## src/rtl/aspb_pkg.sv

```systemverilog
// ----------------------------------------------------------------------------
// aspb_pkg
// Shared types and constants for the anti-aliased segment pixel blend.
// ----------------------------------------------------------------------------
package aspb_pkg;

  // Result bits of the distance root, and the saturated distance
  localparam int unsigned ROOT_BITS = 13;
  localparam logic [ROOT_BITS-1:0] DIST_CAP = 13'h1FFF;

  // Accumulator width of the root cells
  localparam int unsigned ACC_W = 66;

  // Fields that ride along with the geometry
  typedef struct packed {
    logic [11:0] radius;
    logic [23:0] color;
    logic [31:0] dest;
  } side_t;

  // Data handed from cell to cell of the root chain
  typedef struct packed {
    logic [ROOT_BITS-1:0] n;    // root bits settled so far
    logic [ACC_W-1:0]     s;    // n*n*den
    logic [ACC_W-1:0]     t;    // n*den
    logic [ACC_W-1:0]     num;  // radicand numerator
    logic [ACC_W-1:0]     den;  // radicand denominator
    logic                 cap;  // distance saturates
    side_t                side;
  } cell_t;

endpackage

```

## src/rtl/aspb_root_cell.sv

```systemverilog
// ----------------------------------------------------------------------------
// aspb_root_cell
// One cell of the root chain: settles one bit of floor(sqrt(num/den)) with
// shifts and adds on the running n*n*den and n*den.
// ----------------------------------------------------------------------------
module aspb_root_cell #(
  parameter int unsigned BIT_POS = 12
) (
  input  logic            clk_i,
  input  logic            rst_ni,
  input  logic            valid_i,
  output logic            ready_o,
  input  aspb_pkg::cell_t cell_i,
  output logic            valid_o,
  input  logic            ready_i,
  output aspb_pkg::cell_t cell_o
);
  import aspb_pkg::*;

  logic  valid_q;
  cell_t cell_q;
  cell_t cell_d;
  logic [ACC_W-1:0] s_try;

  assign ready_o = !valid_q || ready_i;
  assign valid_o = valid_q;
  assign cell_o  = cell_q;

  // (n + 2^k)^2 * den = s + t*2^(k+1) + den*2^2k
  assign s_try = cell_i.s + (cell_i.t << (BIT_POS + 1)) + (cell_i.den << (2 * BIT_POS));

  always_comb begin
    cell_d = cell_i;
    if (s_try <= cell_i.num) begin
      cell_d.n[BIT_POS] = 1'b1;
      cell_d.s          = s_try;
      cell_d.t          = cell_i.t + (cell_i.den << BIT_POS);
    end
  end

  always_ff @(posedge clk_i or negedge rst_ni) begin
    if (!rst_ni) begin
      valid_q <= 1'b0;
    end else if (ready_o) begin
      valid_q <= valid_i;
    end
  end

  always_ff @(posedge clk_i) begin
    if (ready_o && valid_i) cell_q <= cell_d;
  end

endmodule

```

## config.mk

```make
export PLATFORM = sky130hd
export DESIGN_NAME = aspb_root_cell
export DESIGN_NICKNAME = d
export VERILOG_FILES = /design/src/rtl/aspb_pkg.sv /design/src/rtl/aspb_root_cell.sv
export SDC_FILE = /design/constraint.sdc
export NUM_CORES = 1
export LEC_CHECK = 0
export ABC_CLOCK_PERIOD_IN_PS = 8600
export BUFFER_PORTS_ARGS = -buffer_cell sky130_fd_sc_hd__buf_2
export CAP_MARGIN = 10
export CORE_AREA = 2 2 270 272
export CTS_BUF_LIST = sky130_fd_sc_hd__clkbuf_8 sky130_fd_sc_hd__clkbuf_16
export CTS_CLUSTER_DIAMETER = 120
export DETAILED_ROUTE_END_ITERATION = 6
export DIE_AREA = 0 0 272 274
export GPL_TIMING_DRIVEN = 0
export MAX_ROUTING_LAYER = met4
export PLACE_DENSITY = 0.64
export RECOVER_POWER = 50
export SYNTH_ARGS = -nofsm -noshare
export SYNTH_HDL_FRONTEND = slang
export SYNTH_SLANG_ARGS = --single-unit
```

## constraint.sdc

```tcl
create_clock -name clk_i -period 8.6 [get_ports clk_i]
set_input_delay 0.86 -clock clk_i [delete_from_list [all_inputs] [get_ports clk_i]]
set_output_delay 0.86 -clock clk_i [all_outputs]
set_load 0.02 [all_outputs]
```

# Word level (Yosys, flattened, before mapping)

Cells that the tools add are included.

Bits in registers: 347
Bits of input ports: 350
Output and inout bits: 348

Add/subtract/negate cells: 3
$lt $le $gt $ge: 1
Muxes and demuxes: 1
Reduce and logical (&&, ||, !) cells: 3

Operators by type and width:

| kind                 | count |
|---|---|
| 66-bit adder         | 3 |
| 132-bit 2-to-1 mux   | 1 |
| 66-bit <= comparator | 1 |
| 1-bit logical AND    | 1 |
| 1-bit zero test      | 1 |
| 1-bit logical OR     | 1 |

# Longest topological paths before layout

Depth after elaboration: 4
Mapped depth: 25
Depth with buffers taken out: 23

# Worst setup path after synthesis

Ideal clock, no wire load.

Kind: input to register
Start: input port ready_i
End: register cell_q, in the netlist cell_o[0] (enable)
Library setup time: 751 ps
Arrival time: 8989 ps
Data required time: 7849 ps
Path slack: -1140 ps
Stages: 2
Buffers on the path: 0
Cell sequence: nand2b_1 -> and2_1

Word-level cells in the longest chain between the ends: 2

Ends and longest elaborated chain:

| element                | line                 | source |
|---|---|---|
| start: declaration     | aspb_root_cell.sv:15 | `input logic ready_i,` |
| 1-bit logical OR       | aspb_root_cell.sv:25 | `assign ready_o = !valid_q \|\| ready_i;` |
| 1-bit logical AND      | aspb_root_cell.sv:50 | `if (ready_o && valid_i) cell_q <= cell_d;` |
| end signal: assignment | aspb_root_cell.sv:50 |  |
| end: declaration       | aspb_root_cell.sv:21 | `cell_t cell_q;` |

No other way between the ends.
A chain may end at the register's enable or synchronous reset.

==> reports/results.md <==
### Global route
- Overall Global Routing Usage: 21.9%
- pin count of the biggest net entering global routing: 75
- via count of the first global-routing pass: 16919
- antenna violations before repair: 33
- first-pass GRT wire length: 115000 µm
- total grt overflow: 0

### Logic synthesis
- Yosys top cell by area: sky130_fd_sc_hd__edfxtp_1
- number of register bits inferred by synthesis: 347
- fraction of registers with async set or reset after synthesis: 0.288%
- post-synthesis cell count: 1738
- commonest register cell after synthesis: sky130_fd_sc_hd__edfxtp_1
- distinct cell type count of the synthesized netlist: 73
- top cells by area in the synthesized netlist: sky130_fd_sc_hd__edfxtp_1, sky130_fd_sc_hd__ha_1, sky130_fd_sc_hd__fa_1
- number of enable-type register cells in the synthesized netlist: 346
- list of most frequent post-synthesis cells: sky130_fd_sc_hd__edfxtp_1, sky130_fd_sc_hd__ha_1, sky130_fd_sc_hd__nand2_1, sky130_fd_sc_hd__a21oi_1, sky130_fd_sc_hd__inv_1
- most frequent cell after synthesis: sky130_fd_sc_hd__edfxtp_1
- synthesized area: 0.0204 mm²
- syn_area_per_cell: 11.7 µm²
- Yosys warnings: 0
- Mapped Nets: 2312
- Synth top area share: 51.0%
- proportion of synthesized chip area in sequential cells: 51.1%

### Placed design
- placed wire-length estimate after detailed placement: 67900 µm
- placed inst area: 0.0252 mm²
- number of buffers added on ports: 697
- gp weighted congestion: 0.927

### Final layout
- final std cell area, no fill: 0.0264 mm²
- fraction of final layout cells with drive strength greater than 1: 25.4%
- growth of design area from synthesis to finish: 29.5%
- post-layout util: 36.6%
- net total in the final layout: 3058

### Routing
- number of nets with antenna violations after detailed routing: 0
- count of TritonRoute iterations in the first routing pass: 5
- per-cell via count in the routed design: 4.88
- wirelength, routed: 82300 µm
- detail-routed net length per standard cell: 23.5 µm
- total DRC errors in the routed layout: 0
- number of vias in the routed layout: 17114
- Iter 0 DRT Violations: 1302

### Power
- reported leakage power: 11.1 nW
- total power per unit cell area: 251 mW/mm²
- VDD IR max: 0.181 mV

### Worst setup path
- critical path peak fanout: 10
- element type at the critical path end: flop
- data arrival time of the worst path: 8.62 ns
- required time of the worst setup path: 8.95 ns
- Register-to-Register Setup Slack: 2.94 ns
- critical path start-end classification: input port to flop
- Reg2Reg Launch Point: valid_o
- reg-to-reg critical path endpoint: cell_o[35]
- number of cells on the worst reg-to-reg path: 4
- type of origin of the critical path: input port
- launching instance or port of the critical path: cell_i[212]

### Clocking
- number of hold buffers added after cts: 0
- TritonCTS buffer count: 42
- clock edge transition at the registers on the reported setup and hold paths: 0.06 ns
- number of levels the H-tree was split into: 2
- insertion delay of the later-clocked pin in the worst-skew pair: 0.57 ns
- Root Buffer Master: sky130_fd_sc_hd__clkbuf_16
- clock tree buffer depth: 3
- clock tree from TritonCTS: built
- TritonCTS sink count: 347

### Floorplanning
- Core Area: 0.0720 mm²
- Die Outline Area: 0.0745 mm²
- io pins: 698
- width of the chip: 272 µm
- Vert. Die Dim: 274 µm
- initial cell density of the core: 28.3%
- row count: 99

### Outcome
- violated checks: max-capacitance violations, max-slew violations
- status: complete, but fails checks

### Timing
- Final setup viols: 0
- Worst Clk Skew: 0.00913 ns
- maximum frequency from static timing analysis: 0.121 GHz
- total count of max-transition violations in the final report: 221
- clock period minus final worst setup slack: 8.28 ns
- number of hold violations in the final report: 0
- share of the clock period used by the worst path after layout: 96.2%
- max-slew headroom at the worst pin: -160%
- unrepaired setup endpoints after global routing: no
- transition time at the pin with the least slew margin: 3.90 ns

### Min path
- class of the worst hold path: input port to asynchronous set/reset pin

### Job
- reported max-cap violation count: 4

worst max path at each step:
stage                  endpoint  cells after the start  slack, ns
floorplan             cell_o[0]                      2       2.75
global placement    cell_o[252]                     21      -1.09
detailed placement  cell_o[252]                     21      -1.10
CTS                 cell_o[221]                     21       0.21
global route        cell_o[256]                     23     0.0004
finish              cell_o[252]                     25       0.32
registers in the layout (all words and copies together), names as in the netlist:
register  flops
cell_o      346
valid_o       1
cell usage in the layout (no fill, tap or decap), drive strengths merged, types with 6 or more instances in the layout:
cell type,synthesis,routed
nor2b,8,8
nand4,38,38
nand2b,11,11
inv,105,114
a31oi,15,15
ha,181,181
xnor2,52,52
a21oi,160,160
a21o,69,69
clkbuf,35,269
a21boi,9,9
nor3,22,22
clkinv,0,16
o2111ai,7,7
nand2,166,166
nand3,26,26
buf,14,523
o31ai,13,13
nor4,7,7
xor2,45,45
nor2,93,93
o21a,18,18
and2,9,9
o21bai,19,19
a221oi,8,8
mux2,36,36
and3,18,18
and4,7,7
edfxtp,346,346
fa,43,43
diode,0,30
o211ai,9,9
o21ai,80,80
a211oi,6,6
layout make-up:
type	count	area, µm²
multi-input combinational	1237	9390
antenna	30	75.1
fill	7277	45600
clock inverter	34	329
timing repair buffer	702	3320
clock buffer	42	1050
buffer	49	204
tap	959	1200
sequential	347	10400
inverter	105	394
power by group:
group / internal [W] / switching, W / total (W)
logic: 0.000850 / 0.00173 / 0.00258
registers: 0.00218 / 0.0000546 / 0.00223
clock network: 0.00102 / 0.000770 / 0.00179
routing by layer:
metal | vias up | wire [µm] | global-route usage (%)
li1 | 8062 | - | -
met1 | 8226 | 33200 | 26.0
met3 | 102 | 6860 | 6.08
met4 | 0 | 2650 | 7.06
met2 | 724 | 39600 | 35.9
met5 | - | 0 | -
what timing repair did:
action	in CTS	in global routing
resized for setup	6	5
setup buffers	0	0
gates cloned	0	0
setup endpoints to repair	48	6
hold endpoints to repair	0	0
logic make-up (layout without fill, tap and decap cells):
family	Yosys count	in the layout	share of synthesized area (%)
and+or+nand+nor	425	425	9.88
xor gates and xnor gates	97	97	4.17
buffers and inverters	154	932	2.89
adders and majority gates	224	224	15.3
other	0	30	0
DFF	347	347	51.1
AOI/OAI and AO/OA	453	453	14.5
muxes	38	38	2.09
per-stage QoR:
stage	power (W)	setup TNS, ns	hold slack (ns)	std cells	setup WS, ns
6_report	0.00661	0	0.0466	3505	0.324
4_1_cts	0.00670	0	0.00448	3475	0.212
3_3_place_gp	0.00487	-48.10	0.501	3394	-1.09
5_1_grt	0.00698	0	0.0116	3501	0.000447
2_1_floorplan	0.00385	0	0.564	1738	2.75
3_5_place_dp	0.00487	-49.26	0.530	3399	-1.10
critical path, stage by stage:
cell	delay [ns]
sky130_fd_sc_hd__clkbuf_1	0.22
sky130_fd_sc_hd__inv_1	0.10
sky130_fd_sc_hd__fa_1	0.51
sky130_fd_sc_hd__inv_1	0.04
sky130_fd_sc_hd__ha_1	0.34
sky130_fd_sc_hd__a21o_1	0.22
sky130_fd_sc_hd__and2_1	0.17
sky130_fd_sc_hd__nor4b_1	0.43
sky130_fd_sc_hd__a2111oi_2	0.23
sky130_fd_sc_hd__o2111ai_1	0.42
sky130_fd_sc_hd__nand3_1	0.40
sky130_fd_sc_hd__a221oi_1	0.45
sky130_fd_sc_hd__xnor2_1	0.14
sky130_fd_sc_hd__ha_1	0.31
sky130_fd_sc_hd__nand4_1	0.23
sky130_fd_sc_hd__nor3_2	0.46
sky130_fd_sc_hd__nand2_1	0.26
sky130_fd_sc_hd__o211ai_1	0.41
sky130_fd_sc_hd__o32ai_1	0.19
sky130_fd_sc_hd__o21ai_1	0.43
sky130_fd_sc_hd__clkbuf_1	0.51
sky130_fd_sc_hd__clkbuf_4	0.49
sky130_fd_sc_hd__buf_2	0.49
sky130_fd_sc_hd__nand2_1	0.16
sky130_fd_sc_hd__o41ai_1	0.11
Note: power is estimated with default switching activity, not from simulation.
