==> src/rtl/aspb_pkg.sv <==
// ----------------------------------------------------------------------------
// aspb_pkg
// Shared types and constants for the anti-aliased segment pixel blend.
// ----------------------------------------------------------------------------
package aspb_pkg;

  // Result bits of the distance root, and the saturated distance
  localparam int unsigned ROOT_BITS = 13;
  localparam logic [ROOT_BITS-1:0] DIST_CAP = 13'h1FFF;

  // Accumulator width of the root cells
  localparam int unsigned ACC_W = 66;

  // Fields that ride along with the geometry
  typedef struct packed {
    logic [11:0] radius;
    logic [23:0] color;
    logic [31:0] dest;
  } side_t;

  // Data handed from cell to cell of the root chain
  typedef struct packed {
    logic [ROOT_BITS-1:0] n;    // root bits settled so far
    logic [ACC_W-1:0]     s;    // n*n*den
    logic [ACC_W-1:0]     t;    // n*den
    logic [ACC_W-1:0]     num;  // radicand numerator
    logic [ACC_W-1:0]     den;  // radicand denominator
    logic                 cap;  // distance saturates
    side_t                side;
  } cell_t;

endpackage

==> src/rtl/aspb_blend.sv <==
// ----------------------------------------------------------------------------
// aspb_blend
// Coverage weight from radius and distance, then per-channel blend into the
// output register.
// ----------------------------------------------------------------------------
module aspb_blend #(
  parameter int unsigned RADIUS_FRAC_BITS = 4
) (
  input  logic            clk_i,
  input  logic            rst_ni,
  input  logic            valid_i,
  output logic            ready_o,
  input  aspb_pkg::cell_t cell_i,
  output logic            valid_o,
  input  logic            ready_i,
  output logic [31:0]     new_pixel_o,
  output logic            touched_o
);
  import aspb_pkg::*;

  localparam logic signed [15:0] HALF = 16'sd1 <<< (RADIUS_FRAC_BITS - 1);
  localparam logic signed [15:0] ONE  = 16'sd1 <<< RADIUS_FRAC_BITS;

  logic rdy_1, rdy_2, v1_q, v2_q;

  assign rdy_2   = !v2_q || ready_i;
  assign rdy_1   = !v1_q || rdy_2;
  assign ready_o = rdy_1;
  assign valid_o = v2_q;

  always_ff @(posedge clk_i or negedge rst_ni) begin
    if (!rst_ni) begin
      v1_q <= 1'b0;
      v2_q <= 1'b0;
    end else begin
      if (rdy_1) v1_q <= valid_i;
      if (rdy_2) v2_q <= v1_q;
    end
  end

  // Stage 1: coverage and weight
  logic [ROOT_BITS-1:0] dist_val;
  logic signed [15:0]   rr, cov;
  logic [8:0]           a_d, a_q;
  logic                 tch_q;
  side_t                side_q;

  assign dist_val = cell_i.cap ? DIST_CAP : cell_i.n;
  assign rr       = (signed'({4'd0, cell_i.side.radius}) < HALF) ? HALF
                  : signed'({4'd0, cell_i.side.radius});
  assign cov      = rr + HALF - signed'({3'd0, dist_val});

  always_comb begin
    if (cov >= ONE) a_d = 9'd256;
    else            a_d = 9'(cov[8:0] << (8 - RADIUS_FRAC_BITS));
  end

  always_ff @(posedge clk_i) begin
    if (rdy_1 && valid_i) begin
      a_q    <= a_d;
      tch_q  <= (cov > 16'sd0);
      side_q <= cell_i.side;
    end
  end

  // Stage 2: channel mix
  function automatic logic [7:0] mix(input logic [7:0] c, input logic [7:0] p,
                                     input logic [8:0] a);
    logic [16:0] acc;
    acc = 17'(c) * 17'(a) + 17'(p) * (17'd256 - 17'(a));
    return acc[15:8];
  endfunction

  logic [31:0] blend;
  logic [31:0] pix_q;
  logic        touched_q;

  assign blend = {mix(8'hFF, side_q.dest[31:24], a_q),
                  mix(side_q.color[7:0], side_q.dest[23:16], a_q),
                  mix(side_q.color[15:8], side_q.dest[15:8], a_q),
                  mix(side_q.color[23:16], side_q.dest[7:0], a_q)};

  always_ff @(posedge clk_i) begin
    if (rdy_2 && v1_q) begin
      pix_q     <= tch_q ? blend : side_q.dest;
      touched_q <= tch_q;
    end
  end

  assign new_pixel_o = pix_q;
  assign touched_o   = touched_q;

endmodule

==> config.mk <==
export PLATFORM = sky130hd
export DESIGN_NAME = aspb_blend
export DESIGN_NICKNAME = d
export VERILOG_FILES = /design/src/rtl/aspb_pkg.sv /design/src/rtl/aspb_blend.sv
export SDC_FILE = /design/constraint.sdc
export NUM_CORES = 1
export LEC_CHECK = 0
export ABC_CLOCK_PERIOD_IN_PS = 8400
export BUFFER_PORTS_ARGS = -buffer_cell sky130_fd_sc_hd__buf_4
export CORE_MARGIN = 2
export CORE_UTILIZATION = 57
export DETAILED_ROUTE_END_ITERATION = 8
export PLACE_DENSITY = 0.84
export SLEW_MARGIN = 20
export SYNTH_ARGS = -nofsm -noshare
export SYNTH_HDL_FRONTEND = slang
export SYNTH_SLANG_ARGS = --single-unit
==> constraint.sdc <==
create_clock -name clk_i -period 8.4 [get_ports clk_i]
set_input_delay 1.68 -clock clk_i [delete_from_list [all_inputs] [get_ports clk_i]]
set_output_delay 1.68 -clock clk_i [all_outputs]
set_load 0.05 [all_outputs]
; ---- After elaboration in Yosys (flattened, before gate mapping)
; Index checks and enable logic that the tools add are counted.
[classes]
n_addsub = 7
multipliers = 8
magnitude_cmp = 3
muxes = 3
n_reduce_logical = 6
[op_table]
columns = op, count
row1 = $add A16 B16 Y16, 4
row2 = $mul A8 B17 Y16, 3
row3 = $mul A8 B9 Y16, 3
row4 = $mux W32, 1
row5 = $mul A8 B9 Y16 const A, 1
row6 = $mul A9 B10 Y16, 1
row7 = $ge A14 B6 Y1 const B, 1
row8 = $gt A14 B1 Y1 const B, 1
row9 = $sub A13 B13 Y14, 1
row10 = $add A12 B4 Y13 const B, 1
row11 = $mux W13, 1
row12 = $lt A12 B4 Y1 const B, 1
row13 = $mux W12, 1
row14 = $sub A9 B9 Y10 const A, 1
row15 = $logic_and A1 B1 Y1, 2
row16 = $logic_not A1 Y1, 2
row17 = $logic_or A1 B1 Y1, 2
[totals]
reg_bits = 101
inputBits = 350
wordCells = 36

; ---- Logic depth before layout (Yosys ltp)
; Gate-level depths: netlist (run 1).
[logic_depth]
depth_word = 5
ltp_mapped = 27
depth_no_buf = 24

; ---- Worst setup path after synthesis (run 1)
; No wires, ideal clock.
[synth_path]
kind = register to register
startpoint = reg a_q[6]
endpoint = reg pix_q[6], in the netlist new_pixel_o[6], data pin
setup_ps = 260
arrival_ps = 6774
path_slack_ps = 1366
path_stages_with_launch = 27
n_path_buf = 3
path_cell_list = edfxtp_1 -> clkbuf_1 -> clkbuf_1 -> inv_1 -> ha_1 -> nor2b_1 -> a21oi_2 -> clkbuf_1 -> nand2_1 -> fa_1 -> inv_1 -> fa_1 -> inv_1 -> fa_1 -> inv_1 -> fa_1 -> fa_1 -> inv_1 -> fa_1 -> inv_1 -> ha_1 -> o21ai_0 -> a21oi_1 -> o41ai_2 -> o21bai_1 -> xor2_1 -> mux2_2
[synth_between]
elab_chain_len = 4
[synth_rtl]
columns = item, line
row1 = start: declaration, aspb_blend.sv:44  ; logic [8:0] a_d, a_q;
row2 = start signal: assignment, aspb_blend.sv:60  ; a_q <= a_d;
row3 = $sub A9 B9 Y10, aspb_blend.sv:70  ; acc = 17'(c) * 17'(a) + 17'(p) * (17'd256 - 17'(a));
row4 = $mul A9 B10 Y16, aspb_blend.sv:70
row5 = $add A16 B16 Y16 *, aspb_blend.sv:70
row6 = $mux W32 *, aspb_blend.sv:85  ; pix_q <= tch_q ? blend : side_q.dest;
row7 = end signal: assignment, aspb_blend.sv:85
row8 = end: declaration, aspb_blend.sv:75  ; logic [31:0] pix_q;
; Mark *: on every way between the ends. The rest lies on a longest branch, timed or not.
; A chain may end at the register's enable or synchronous reset.

; ---- Worst setup path after layout (run 1)
[layout_path]
startpoint = reg a_q[4]
endpoint = reg pix_q[14], in the netlist new_pixel_o[14], data pin
[layout_between]
elab_chain_len = 4
[layout_rtl]
columns = item, line
row1 = $sub A9 B9 Y10, aspb_blend.sv:70
row2 = $mul A8 B17 Y16, aspb_blend.sv:70
row3 = $add A16 B16 Y16 *, aspb_blend.sv:70
row4 = $mux W32 *, aspb_blend.sv:85
; Marked as above.

==> impl_metrics.prom, run 1 <==
# TYPE chip_impl_metric gauge
chip_impl_metric{name="clock_tree.htree_level_count",unit=""} 3
chip_impl_metric{name="seq_area",unit="um^2"} 2900
chip_impl_metric{name="floorplan.die.height",unit="um"} 174
chip_impl_metric{name="post_cts_hold_buffer_count",unit=""} 0
chip_impl_metric{name="min_period_over_period",unit="%"} 85.1
chip_impl_metric{name="timing.setup.tns",unit="ps"} 0
chip_impl_info{name="timing.critical_path.from",value="a_q[4]"} 1
chip_impl_metric{name="first_global_vias",unit=""} 12804
chip_impl_metric{name="synthesis.area",unit="um^2"} 16400
chip_impl_metric{name="final_nets",unit=""} 2552
chip_impl_metric{name="worst_setup_timing_slack_at_the_placement_stage",unit="ps"} 1320
chip_impl_metric{name="post_cts_buffers",unit=""} 0
chip_impl_metric{name="mappedNetlistNets",unit=""} 2454
chip_impl_metric{name="fp.dieW",unit="um"} 174
chip_impl_metric{name="synth_enable_flop_cells",unit=""} 95
chip_impl_metric{name="layout-drive-gt1-share",unit="%"} 11.0
chip_impl_metric{name="std_cell_rows",unit=""} 62
chip_impl_info{name="cp-start-kind",value="flop"} 1
chip_impl_metric{name="core_region_area",unit="um^2"} 28500
chip_impl_metric{name="grt_pass1_wl",unit="um"} 60300
chip_impl_metric{name="antenna-diode-count",unit=""} 0
chip_impl_info{name="min-delay-path-class",value="reg -> reg"} 1
chip_impl_metric{name="die-area",unit="um^2"} 30200
chip_impl_metric{name="drc",unit=""} 0
chip_impl_metric{name="worstSkewPairLatency",unit="ps"} 370
chip_impl_info{name="setup.worst_path.end_class",value="flop"} 1
chip_impl_metric{name="timing.final.hold_violations",unit=""} 0
chip_impl_info{name="setup_repair_after_global_routing_missed_its_margin",value="no"} 1
chip_impl_metric{name="max-slew-margin-rel",unit="%"} 25.7
chip_impl_metric{name="final_period_minus_worst_setup_slack",unit="ps"} 7150
chip_impl_metric{name="clkSlewWorstSetupHoldPaths",unit="ps"} 80
chip_impl_metric{name="cap_viol_max_count",unit=""} 0
chip_impl_metric{name="vias",unit=""} 11288
chip_impl_metric{name="max_clock_freq",unit="MHz"} 140
chip_impl_info{name="yosysMostFrequentCell",value="sky130_fd_sc_hd__inv_1"} 1
chip_impl_metric{name="filler_cells",unit=""} 2219
chip_impl_metric{name="routed_wire_length_per_instance",unit="um"} 16.8
chip_impl_metric{name="ios",unit=""} 385
chip_impl_metric{name="area_delta_synth_final",unit="%"} 9.87
chip_impl_metric{name="worst-endpoint-required",unit="ps"} 8520
chip_impl_metric{name="ys.warnings.count",unit=""} 0
chip_impl_info{name="worst_hold_startpoint",value="tch_q"} 1
chip_impl_metric{name="final_core_util",unit="%"} 63.1
chip_impl_info{name="regToRegStartpoint",value="a_q[4]"} 1
chip_impl_metric{name="tritoncts_num_sinks",unit=""} 97
chip_impl_metric{name="worst_pin_slew",unit="ps"} 1110
chip_impl_info{name="synth_common_cells",value="sky130_fd_sc_hd__inv_1 (388), sky130_fd_sc_hd__fa_1 (264), sky130_fd_sc_hd__ha_1 (211), sky130_fd_sc_hd__and2_1 (191), sky130_fd_sc_hd__nand2_1 (126)"} 1
chip_impl_metric{name="clock_skew",unit="ps"} 14.5
chip_impl_info{name="outcome",value="finished, final reports clean"} 1
chip_impl_metric{name="synth-seq-cells",unit=""} 97
chip_impl_metric{name="syn-instance-count",unit=""} 1629
chip_impl_info{name="largest_cells_by_area_after_synthesis",value="sky130_fd_sc_hd__fa_1 (32%), sky130_fd_sc_hd__edfxtp_1 (17%), sky130_fd_sc_hd__ha_1 (16%), sky130_fd_sc_hd__inv_1 (8.9%), sky130_fd_sc_hd__and2_1 (7.3%)"} 1
chip_impl_metric{name="crit_path_max_fanout",unit=""} 19
chip_impl_metric{name="cts-buffers-inserted",unit=""} 9
chip_impl_metric{name="placement.io_buffers",unit=""} 120
chip_impl_metric{name="grt.total_usage",unit="%"} 25.2
chip_impl_info{name="worst-setup-path-type",value="reg -> reg"} 1
chip_impl_metric{name="worst_ep_arrival_time",unit="ps"} 7270
chip_impl_info{name="synth.largest_area_cell",value="sky130_fd_sc_hd__fa_1"} 1
chip_impl_metric{name="max_slew_violation_count",unit=""} 0
chip_impl_metric{name="dp_hpwl",unit="um"} 27600
chip_impl_metric{name="detail_route.wirelength",unit="um"} 35500
chip_impl_info{name="clk_root_buffer_cell",value="sky130_fd_sc_hd__clkbuf_16"} 1
chip_impl_metric{name="gpl.final_weighted_congestion",unit=""} 0.864
chip_impl_info{name="tritoncts",value="yes"} 1
chip_impl_metric{name="synth_async_sr_flop_share",unit="%"} 2.06
chip_impl_metric{name="seq_area_frac_synth",unit="%"} 17.7
chip_impl_metric{name="syn-mean-instance-area",unit="um^2"} 10.1
chip_impl_metric{name="detailedRoute.firstIterationViolations",unit=""} 573
chip_impl_metric{name="post-route-worst-setup-slack",unit="ps"} 1250
chip_impl_metric{name="drt_pass1_iterations",unit=""} 5
chip_impl_metric{name="post_cts.resized_instances",unit=""} 0
chip_impl_metric{name="antenna_found_initial",unit=""} 0
chip_impl_info{name="synth_flop_cell",value="sky130_fd_sc_hd__edfxtp_1"} 1
chip_impl_metric{name="ant_nets",unit=""} 0
chip_impl_metric{name="synth_top_cell_area_share",unit="%"} 32.2
chip_impl_metric{name="multi_input_comb_area",unit="um^2"} 11900
chip_impl_metric{name="maximum_number_of_pins_on_one_net_before_global_route_repair",unit=""} 63
chip_impl_metric{name="floorplan.initialDensity",unit="%"} 57.5
chip_impl_metric{name="ctsLongestPathBuffers",unit=""} 2
chip_impl_metric{name="post_drt_via_cell_ratio",unit=""} 5.33
chip_impl_metric{name="overflow",unit=""} 0
chip_impl_metric{name="synth_cell_types",unit=""} 52
chip_impl_metric{name="setup_viol_count_final",unit=""} 0
==> layer usage <==
metal | GRT usage (%) | share of wire, % | up-vias
met1 | 30.6 | 40 | 5670
met2 | 44.8 | 51 | 370
met5 | 0 | 0 | -
li1 | - | - | 5167
met4 | 8.33 | 2.8 | 0
met3 | 5.11 | 6.2 | 81
==> kinds of logic (layout without fill, tap and decap cells) <==
| group | Yosys count | after routing | share of synthesized area (%) |
|---|---|---|---|
| multiplexers | 26 | 26 | 1.80 |
| adder cells (fa/ha/maj) | 475 | 475 | 48.3 |
| buffers and inverters | 433 | 536 | 9.97 |
| XOR/XNOR | 98 | 98 | 5.57 |
| flip-flops | 97 | 97 | 17.7 |
| AO/OA/AOI/OAI | 85 | 85 | 3.45 |
| AND/OR/NAND/NOR | 415 | 415 | 13.2 |
==> layout make-up <==
type	count	share of cell area, %
inverters	388	8.08
flip-flops and latches	97	16.1
clock buffers	10	1.27
multi-input cells	1099	66.0
repair buffers	132	5.50
well taps	384	2.67
clock inverters	6	0.409
==> sequential cells by signal, indices dropped and copies added (netlist names) <==
name,count
touched_o,1
tch_q,1
valid_o,1
v1_q,1
side_q,56
a_q,5
new_pixel_o,32
==> path summary, 6_finish.rpt <==
check                                  end  slack [ps]  cells after the start
setup / recovery           new_pixel_o[14]        1250                     23
hold / removal                   touched_o         470                      0
setup reg to reg           new_pixel_o[14]        1250                     23
hold reg to reg                  touched_o         470                      0
max in group asynchronous          valid_o        7230                      1
min in group asynchronous             v1_q        1080                      1
==> placed cells by master (no fill, tap or decap), types with 9 or more instances in the layout <==
cell | netlist | routed
sky130_fd_sc_hd__inv_1 | 388 | 388
sky130_fd_sc_hd__fa_1 | 264 | 264
sky130_fd_sc_hd__ha_1 | 211 | 211
sky130_fd_sc_hd__and2_1 | 191 | 189
sky130_fd_sc_hd__buf_4 | 1 | 132
sky130_fd_sc_hd__nand2_1 | 126 | 126
sky130_fd_sc_hd__edfxtp_1 | 95 | 95
sky130_fd_sc_hd__xnor2_1 | 68 | 65
sky130_fd_sc_hd__nor2_1 | 47 | 47
sky130_fd_sc_hd__xor2_1 | 26 | 26
sky130_fd_sc_hd__a21oi_1 | 25 | 25
sky130_fd_sc_hd__mux2_2 | 24 | 24
sky130_fd_sc_hd__o21ai_0 | 15 | 15
sky130_fd_sc_hd__nor2b_1 | 10 | 10
sky130_fd_sc_hd__clkbuf_16 | 0 | 9
==> worst max-delay path, stage by stage (launching register included) <==
cell,delay (ps)
sky130_fd_sc_hd__edfxtp_1,430
sky130_fd_sc_hd__inv_1,200
sky130_fd_sc_hd__ha_1,260
sky130_fd_sc_hd__nand2_1,120
sky130_fd_sc_hd__xnor2_2,760
sky130_fd_sc_hd__buf_4,350
sky130_fd_sc_hd__and2_1,170
sky130_fd_sc_hd__ha_1,130
sky130_fd_sc_hd__inv_1,60
sky130_fd_sc_hd__fa_1,460
sky130_fd_sc_hd__fa_1,510
sky130_fd_sc_hd__inv_1,60
sky130_fd_sc_hd__fa_1,530
sky130_fd_sc_hd__inv_1,60
sky130_fd_sc_hd__fa_1,480
sky130_fd_sc_hd__inv_1,50
sky130_fd_sc_hd__fa_1,440
sky130_fd_sc_hd__ha_1,340
sky130_fd_sc_hd__nor2b_1,150
sky130_fd_sc_hd__a311o_1,430
sky130_fd_sc_hd__o41ai_2,370
sky130_fd_sc_hd__o21bai_1,130
sky130_fd_sc_hd__xor2_1,150
sky130_fd_sc_hd__mux2_2,260
==> stage by stage <==
stage	std cells	hold slack [ps]	area (um^2)
finish	2116	466	18000
detailed placement	2100	454	17700
floorplan	1629	424	16400
CTS	2116	479	18000
global placement	2100	434	17700
global route	2116	497	18000
Power of run 1 is left out: the tool's default activity adds up to more than one toggle a clock period on the data nets, which glitch-free logic cannot reach.
==> run 2, diff against run 1 <==
- MAX_ROUTING_LAYER: unset -> met4
==> impl_metrics.prom, run 2 (same netlist as run 1, synthesis figures left out) <==
# TYPE chip_impl_metric gauge
chip_impl_metric{name="max_clock_freq",unit="MHz"} 140
chip_impl_metric{name="multi_input_comb_area",unit="um^2"} 11900
chip_impl_metric{name="grt.total_usage",unit="%"} 25.9
chip_impl_metric{name="fp.dieW",unit="um"} 174
chip_impl_metric{name="post-route-worst-setup-slack",unit="ps"} 1250
chip_impl_metric{name="filler_cells",unit=""} 2219
chip_impl_info{name="layout.cells.most_common",value="sky130_fd_sc_hd__inv_1"} 1
chip_impl_metric{name="worst-endpoint-required",unit="ps"} 8520
chip_impl_metric{name="maximum_number_of_pins_on_one_net_before_global_route_repair",unit=""} 63
chip_impl_metric{name="detail_route.wirelength",unit="um"} 35500
chip_impl_info{name="cp-start-kind",value="flop"} 1
chip_impl_info{name="layout_common_cells",value="sky130_fd_sc_hd__inv_1 (388), sky130_fd_sc_hd__fa_1 (264), sky130_fd_sc_hd__ha_1 (211), sky130_fd_sc_hd__and2_1 (189), sky130_fd_sc_hd__buf_4 (132)"} 1
chip_impl_info{name="crit_chain",value="inv_1, ha_1, nand2_1, xnor2_2, buf_4, and2_1, ha_1, inv_1, fa_1, fa_1, inv_1, fa_1, inv_1, fa_1, inv_1, fa_1, ha_1, nor2b_1, a311o_1, o41ai_2, o21bai_1, xor2_1, mux2_2"} 1
chip_impl_info{name="worst-setup-path-type",value="reg -> reg"} 1
chip_impl_metric{name="antenna_found_initial",unit=""} 0
chip_impl_metric{name="setup_viol_count_final",unit=""} 0
chip_impl_metric{name="largest_reg_flops",unit=""} 56
chip_impl_metric{name="final_nets",unit=""} 2552
chip_impl_metric{name="drc",unit=""} 0
chip_impl_metric{name="timing.setup.tns",unit="ps"} 0
chip_impl_metric{name="detailedRoute.firstIterationViolations",unit=""} 563
chip_impl_metric{name="placement.io_buffers",unit=""} 120
chip_impl_metric{name="die-area",unit="um^2"} 30200
chip_impl_metric{name="use_met1",unit="%"} 30.6
chip_impl_metric{name="floorplan.die.height",unit="um"} 174
chip_impl_metric{name="final-instance-count-excl-fill",unit=""} 2116
chip_impl_metric{name="core_region_area",unit="um^2"} 28500
chip_impl_metric{name="timing.hold.ws",unit="ps"} 466
chip_impl_info{name="setup_repair_after_global_routing_missed_its_margin",value="no"} 1
chip_impl_metric{name="clock_skew",unit="ps"} 13.5
chip_impl_metric{name="post_cts_hold_buffer_count",unit=""} 0
chip_impl_metric{name="seq_area",unit="um^2"} 2900
chip_impl_metric{name="cts-buffers-inserted",unit=""} 9
chip_impl_metric{name="min_period_over_period",unit="%"} 85.1
chip_impl_info{name="setup.worst_path.end_class",value="flop"} 1
chip_impl_metric{name="drt_pass1_iterations",unit=""} 5
chip_impl_metric{name="std_cell_rows",unit=""} 62
chip_impl_metric{name="max-slew-margin-rel",unit="%"} 23.9
chip_impl_metric{name="tritoncts_num_sinks",unit=""} 97
chip_impl_metric{name="ant_nets",unit=""} 0
chip_impl_metric{name="grtUsageMet3",unit="%"} 5.11
chip_impl_info{name="registers.top_by_ff_count",value="side_q"} 1
chip_impl_metric{name="gpl.final_weighted_congestion",unit=""} 0.877
chip_impl_metric{name="vias",unit=""} 11239
chip_impl_info{name="outcome",value="finished, final reports clean"} 1
chip_impl_metric{name="first_global_vias",unit=""} 12806
chip_impl_metric{name="max_slew_violation_count",unit=""} 0
chip_impl_metric{name="crit_path_max_fanout",unit=""} 19
chip_impl_metric{name="clock_tree.htree_level_count",unit=""} 3
chip_impl_metric{name="worst_ep_arrival_time",unit="ps"} 7270
chip_impl_metric{name="worstSkewPairLatency",unit="ps"} 370
chip_impl_metric{name="timing.final.hold_violations",unit=""} 0
chip_impl_metric{name="post_cts_buffers",unit=""} 0
chip_impl_metric{name="layout-drive-gt1-share",unit="%"} 11.0
chip_impl_metric{name="post_drt_via_cell_ratio",unit=""} 5.31
chip_impl_info{name="slowest_stage",value="sky130_fd_sc_hd__xnor2_2"} 1
chip_impl_metric{name="overflow",unit=""} 0
chip_impl_info{name="min-delay-path-class",value="reg -> reg"} 1
chip_impl_info{name="clk_root_buffer_cell",value="sky130_fd_sc_hd__clkbuf_16"} 1
chip_impl_metric{name="cap_viol_max_count",unit=""} 0
chip_impl_info{name="tritoncts",value="yes"} 1
chip_impl_metric{name="antenna-diode-count",unit=""} 0
chip_impl_metric{name="floorplan.initialDensity",unit="%"} 57.5
chip_impl_metric{name="dp_hpwl",unit="um"} 27600
chip_impl_metric{name="worst_pin_slew",unit="ps"} 1140
chip_impl_metric{name="worst_setup_timing_slack_at_the_placement_stage",unit="ps"} 1320
chip_impl_metric{name="largest_stage_delay_on_the_critical_path",unit="ps"} 760
chip_impl_metric{name="final_period_minus_worst_setup_slack",unit="ps"} 7150
chip_impl_metric{name="clkSlewWorstSetupHoldPaths",unit="ps"} 80
chip_impl_metric{name="post-place-cells",unit=""} 2100
chip_impl_info{name="global_route.peak_usage_layer",value="met2"} 1
chip_impl_metric{name="ctsLongestPathBuffers",unit=""} 2
chip_impl_metric{name="gr-usage-met2",unit="%"} 44.8
chip_impl_metric{name="ios",unit=""} 385
chip_impl_metric{name="routed_wire_length_per_instance",unit="um"} 16.8
chip_impl_metric{name="grt_pass1_wl",unit="um"} 60300
chip_impl_metric{name="area_delta_synth_final",unit="%"} 9.87
chip_impl_metric{name="post_cts.resized_instances",unit=""} 0
run 2: cell counts in the layout (fill, tap and decap cells not counted):
Identical to the previous run, type by type.
run 2: metrics by stage:
stage / area (um^2) / util [%]
2_1_floorplan: 16400 / -
3_3_place_gp: 17700 / 62.1
3_5_place_dp: 17700 / 62.1
4_1_cts: 18000 / 63.1
5_1_grt: 18000 / 63.1
6_report: 18000 / 63.1
run 2: worst paths after layout:
path | to | depth (start not counted) | slack, ps | from
worst min-delay path | touched_o | 0 | 470 | tch_q
worst max-delay path | new_pixel_o[14] | 23 | 1250 | a_q[4]
max in group asynchronous | valid_o | 1 | 7240 | rst_ni
worst min register to register | touched_o | 0 | 470 | tch_q
min in group asynchronous | v1_q | 1 | 1080 | rst_ni
worst max register to register | new_pixel_o[14] | 23 | 1250 | a_q[4]
run 2: worst max-delay path: cells and delay by family, from the launching register on:
family                     cells  cell delay, ps
muxes                          1             260
and+or+nand+nor                3             440
AOI/OAI and AO/OA              3             930
xor gates and xnor gates       2             910
adders and majority gates      8            3150
DFF                            1             430
buffers and inverters          6             780
run 2: metal layers:
| metal | wire length [um] | part of all wire, % | up-vias |
|---|---|---|---|
| met4 | 995 | 2.8 | 0 |
| met1 | 14300 | 40 | 5633 |
| met2 | 18000 | 51 | 359 |
| met5 | 0 | 0 | - |
| met3 | 2260 | 6.4 | 81 |
| li1 | - | - | 5166 |
run 2: layout make-up:
class / instances / share of cell area [%]
Inverter: 388 / 8.08
Tap cell: 384 / 2.67
Sequential cell: 97 / 16.1
Clock inverter: 6 / 0.409
Clock buffer: 10 / 1.27
Multi-Input combinational cell: 1099 / 66.0
Timing Repair Buffer: 132 / 5.50
Power of run 2 is left out for the same reason.
==> run 3, diff against run 2 <==
- CELL_PAD_IN_SITES_DETAIL_PLACEMENT: unset -> 1
- CELL_PAD_IN_SITES_GLOBAL_PLACEMENT: unset -> 1
- CORE_UTILIZATION: 57 -> 43
- CTS_CLUSTER_DIAMETER: unset -> 40
- CTS_CLUSTER_SIZE: unset -> 16
- PLACE_DENSITY: 0.84 -> 0.83
==> impl_metrics.prom, run 3 (same netlist as run 1, synthesis figures left out) <==
# TYPE chip_impl_metric gauge
chip_impl_metric{name="tritoncts_num_sinks",unit=""} 97
chip_impl_metric{name="post_drt_via_cell_ratio",unit=""} 4.97
chip_impl_info{name="r2r_end",value="new_pixel_o[31]"} 1
chip_impl_metric{name="core_region_area",unit="um^2"} 37700
chip_impl_metric{name="largest_stage_delay_on_the_critical_path",unit="ps"} 580
chip_impl_info{name="setup.worst_path.end_class",value="flop"} 1
chip_impl_metric{name="number_of_buffer_and_inverter_instances_along_the_worst_setup_path",unit=""} 5
chip_impl_metric{name="final_nets",unit=""} 2551
chip_impl_metric{name="min_period_over_period",unit="%"} 85.1
chip_impl_metric{name="r2r_cells",unit=""} 22
chip_impl_info{name="path_delay_family",value="adder cells"} 1
chip_impl_info{name="registers.top_by_ff_count",value="side_q"} 1
chip_impl_metric{name="worstSkewPairLatency",unit="ps"} 390
chip_impl_metric{name="timing.setup.tns",unit="ps"} 0
chip_impl_info{name="regToRegStartpoint",value="a_q[8]"} 1
chip_impl_metric{name="placement.io_buffers",unit=""} 120
chip_impl_metric{name="max_slew_violation_count",unit=""} 0
chip_impl_metric{name="clock_tree.htree_level_count",unit=""} 3
chip_impl_metric{name="ios",unit=""} 385
chip_impl_metric{name="vias",unit=""} 11154
chip_impl_metric{name="routed_wire_length_per_instance",unit="um"} 18.6
chip_impl_info{name="worst-setup-path-type",value="reg -> reg"} 1
chip_impl_info{name="min-delay-path-class",value="reg -> reg"} 1
chip_impl_metric{name="cts-buffers-inserted",unit=""} 9
chip_impl_metric{name="max-slew-margin-rel",unit="%"} 30.7
chip_impl_info{name="cp-start-kind",value="flop"} 1
chip_impl_metric{name="rrSetupSlack",unit="ps"} 1250
chip_impl_info{name="crit_chain",value="ha_1, a21oi_2, buf_4, and2_1, ha_1, inv_1, fa_1, fa_1, inv_1, fa_1, fa_1, inv_1, fa_1, inv_1, ha_1, o21ai_0, nand2_1, a21o_1, and3_1, a221o_1, xnor2_1, mux2_2"} 1
chip_impl_metric{name="max_clock_freq",unit="MHz"} 140
chip_impl_info{name="tritoncts",value="yes"} 1
chip_impl_metric{name="ctsLongestPathBuffers",unit=""} 2
chip_impl_metric{name="post-route-worst-setup-slack",unit="ps"} 1250
chip_impl_metric{name="placed_cell_area",unit="um^2"} 17900
chip_impl_metric{name="grt.total_usage",unit="%"} 23.0
chip_impl_info{name="outcome",value="finished, final reports clean"} 1
chip_impl_metric{name="worst_pin_slew",unit="ps"} 1040
chip_impl_metric{name="dp_hpwl",unit="um"} 33300
chip_impl_metric{name="crit_path_max_fanout",unit=""} 25
chip_impl_metric{name="std_cell_rows",unit=""} 71
chip_impl_metric{name="antenna_found_initial",unit=""} 0
chip_impl_metric{name="drt_pass1_iterations",unit=""} 6
chip_impl_metric{name="detailedRoute.firstIterationViolations",unit=""} 333
chip_impl_metric{name="clkSlewWorstSetupHoldPaths",unit="ps"} 80
chip_impl_metric{name="die-area",unit="um^2"} 39700
chip_impl_metric{name="grt_pass1_wl",unit="um"} 67700
chip_impl_metric{name="filler_cells",unit=""} 4285
chip_impl_metric{name="design_area",unit="um^2"} 18100
chip_impl_metric{name="post_cts.resized_instances",unit=""} 0
chip_impl_metric{name="post_cts_hold_buffer_count",unit=""} 0
chip_impl_metric{name="worst_setup_timing_slack_at_the_placement_stage",unit="ps"} 1260
chip_impl_metric{name="drc",unit=""} 0
chip_impl_metric{name="gpl.final_weighted_congestion",unit=""} 0.847
chip_impl_info{name="cp_common_cell",value="sky130_fd_sc_hd__fa_1"} 1
chip_impl_metric{name="cap_viol_max_count",unit=""} 0
chip_impl_metric{name="maximum_number_of_pins_on_one_net_before_global_route_repair",unit=""} 63
chip_impl_metric{name="detail_route.wirelength",unit="um"} 41700
chip_impl_metric{name="setup_viol_count_final",unit=""} 0
chip_impl_metric{name="worst_ep_arrival_time",unit="ps"} 7300
chip_impl_metric{name="fp.dieW",unit="um"} 199
chip_impl_metric{name="critical_path_depth",unit=""} 22
chip_impl_metric{name="first_global_vias",unit=""} 13191
chip_impl_metric{name="post_cts_buffers",unit=""} 0
chip_impl_metric{name="largest_reg_flops",unit=""} 56
chip_impl_info{name="critical_path.endpoint",value="new_pixel_o[31]"} 1
chip_impl_info{name="slowest_stage",value="sky130_fd_sc_hd__edfxtp_1"} 1
chip_impl_metric{name="floorplan.initialDensity",unit="%"} 43.6
chip_impl_metric{name="ant_nets",unit=""} 0
chip_impl_metric{name="overflow",unit=""} 0
chip_impl_metric{name="layout-drive-gt1-share",unit="%"} 10.9
chip_impl_metric{name="worst-endpoint-required",unit="ps"} 8550
chip_impl_info{name="setup_repair_after_global_routing_missed_its_margin",value="no"} 1
chip_impl_metric{name="clock_skew",unit="ps"} 17.0
chip_impl_metric{name="timing.final.hold_violations",unit=""} 0
chip_impl_info{name="layout_common_cells",value="sky130_fd_sc_hd__inv_1 (388), sky130_fd_sc_hd__fa_1 (264), sky130_fd_sc_hd__ha_1 (211), sky130_fd_sc_hd__and2_1 (189), sky130_fd_sc_hd__buf_4 (131)"} 1
chip_impl_metric{name="area_delta_synth_final",unit="%"} 10.6
chip_impl_info{name="layout.cells.most_common",value="sky130_fd_sc_hd__inv_1"} 1
chip_impl_info{name="clk_root_buffer_cell",value="sky130_fd_sc_hd__clkbuf_16"} 1
chip_impl_metric{name="final_period_minus_worst_setup_slack",unit="ps"} 7150
chip_impl_metric{name="floorplan.die.height",unit="um"} 199
chip_impl_info{name="timing.critical_path.from",value="a_q[8]"} 1
==> run 3: changes by cell type in the layout (fill, tap and decap cells not counted), sizes merged <==
cell and change:
buf -1, diode +1, clkinv +1, clkbuf +2, bufinv -1, inv -2
==> run 3: layout make-up <==
type,count,area (um^2),share of cell area [%]
Inverter,388,1460,8.03
Clock buffer,12,236,1.30
Clock inverter,4,28.8,0.159
Antenna cell,1,2.50,0.0138
Multi-Input combinational cell,1099,11900,65.6
Timing Repair Buffer,131,983,5.42
Tap cell,511,639,3.52
Sequential cell,97,2900,16.0
==> run 3: worst reg2reg max path, delay by kind of cell, from the launching register on <==
family	cells	cell delay [ps]
flops	1	580
simple gates	3	740
mux	1	260
buf+inv	5	630
fa+ha+maj	8	3480
compound gates	4	1080
xor+xnor	1	140
==> run 3: through the flow <==
stage / hold slack, ps / util, % / cells
finish: 461 / 48.2 / 2243
global route: 494 / 48.2 / 2242
CTS: 462 / 48.2 / 2242
detailed placement: 455 / 47.5 / 2226
global placement: 438 / 47.5 / 2226
floorplan: 424 / - / 1629
==> run 3: per-layer routing <==
metal | global-route usage [%] | share of wire, %
met5 | - | 0
met4 | 6.17 | 1.8
met3 | 2.75 | 2.8
met2 | 41.7 | 53
met1 | 26.9 | 42
==> run 3: worst min path at each step <==
stage / depth (start not counted) / to / startpoint / slack [ps]
after CTS: 0 / touched_o / tch_q / 460
after detailed placement: 0 / touched_o / tch_q / 460
final: 0 / touched_o / tch_q / 460
after global placement: 0 / touched_o / tch_q / 440
after floorplan: 0 / touched_o / tch_q / 420
after global routing: 0 / touched_o / tch_q / 490
Power of run 3 is left out for the same reason.
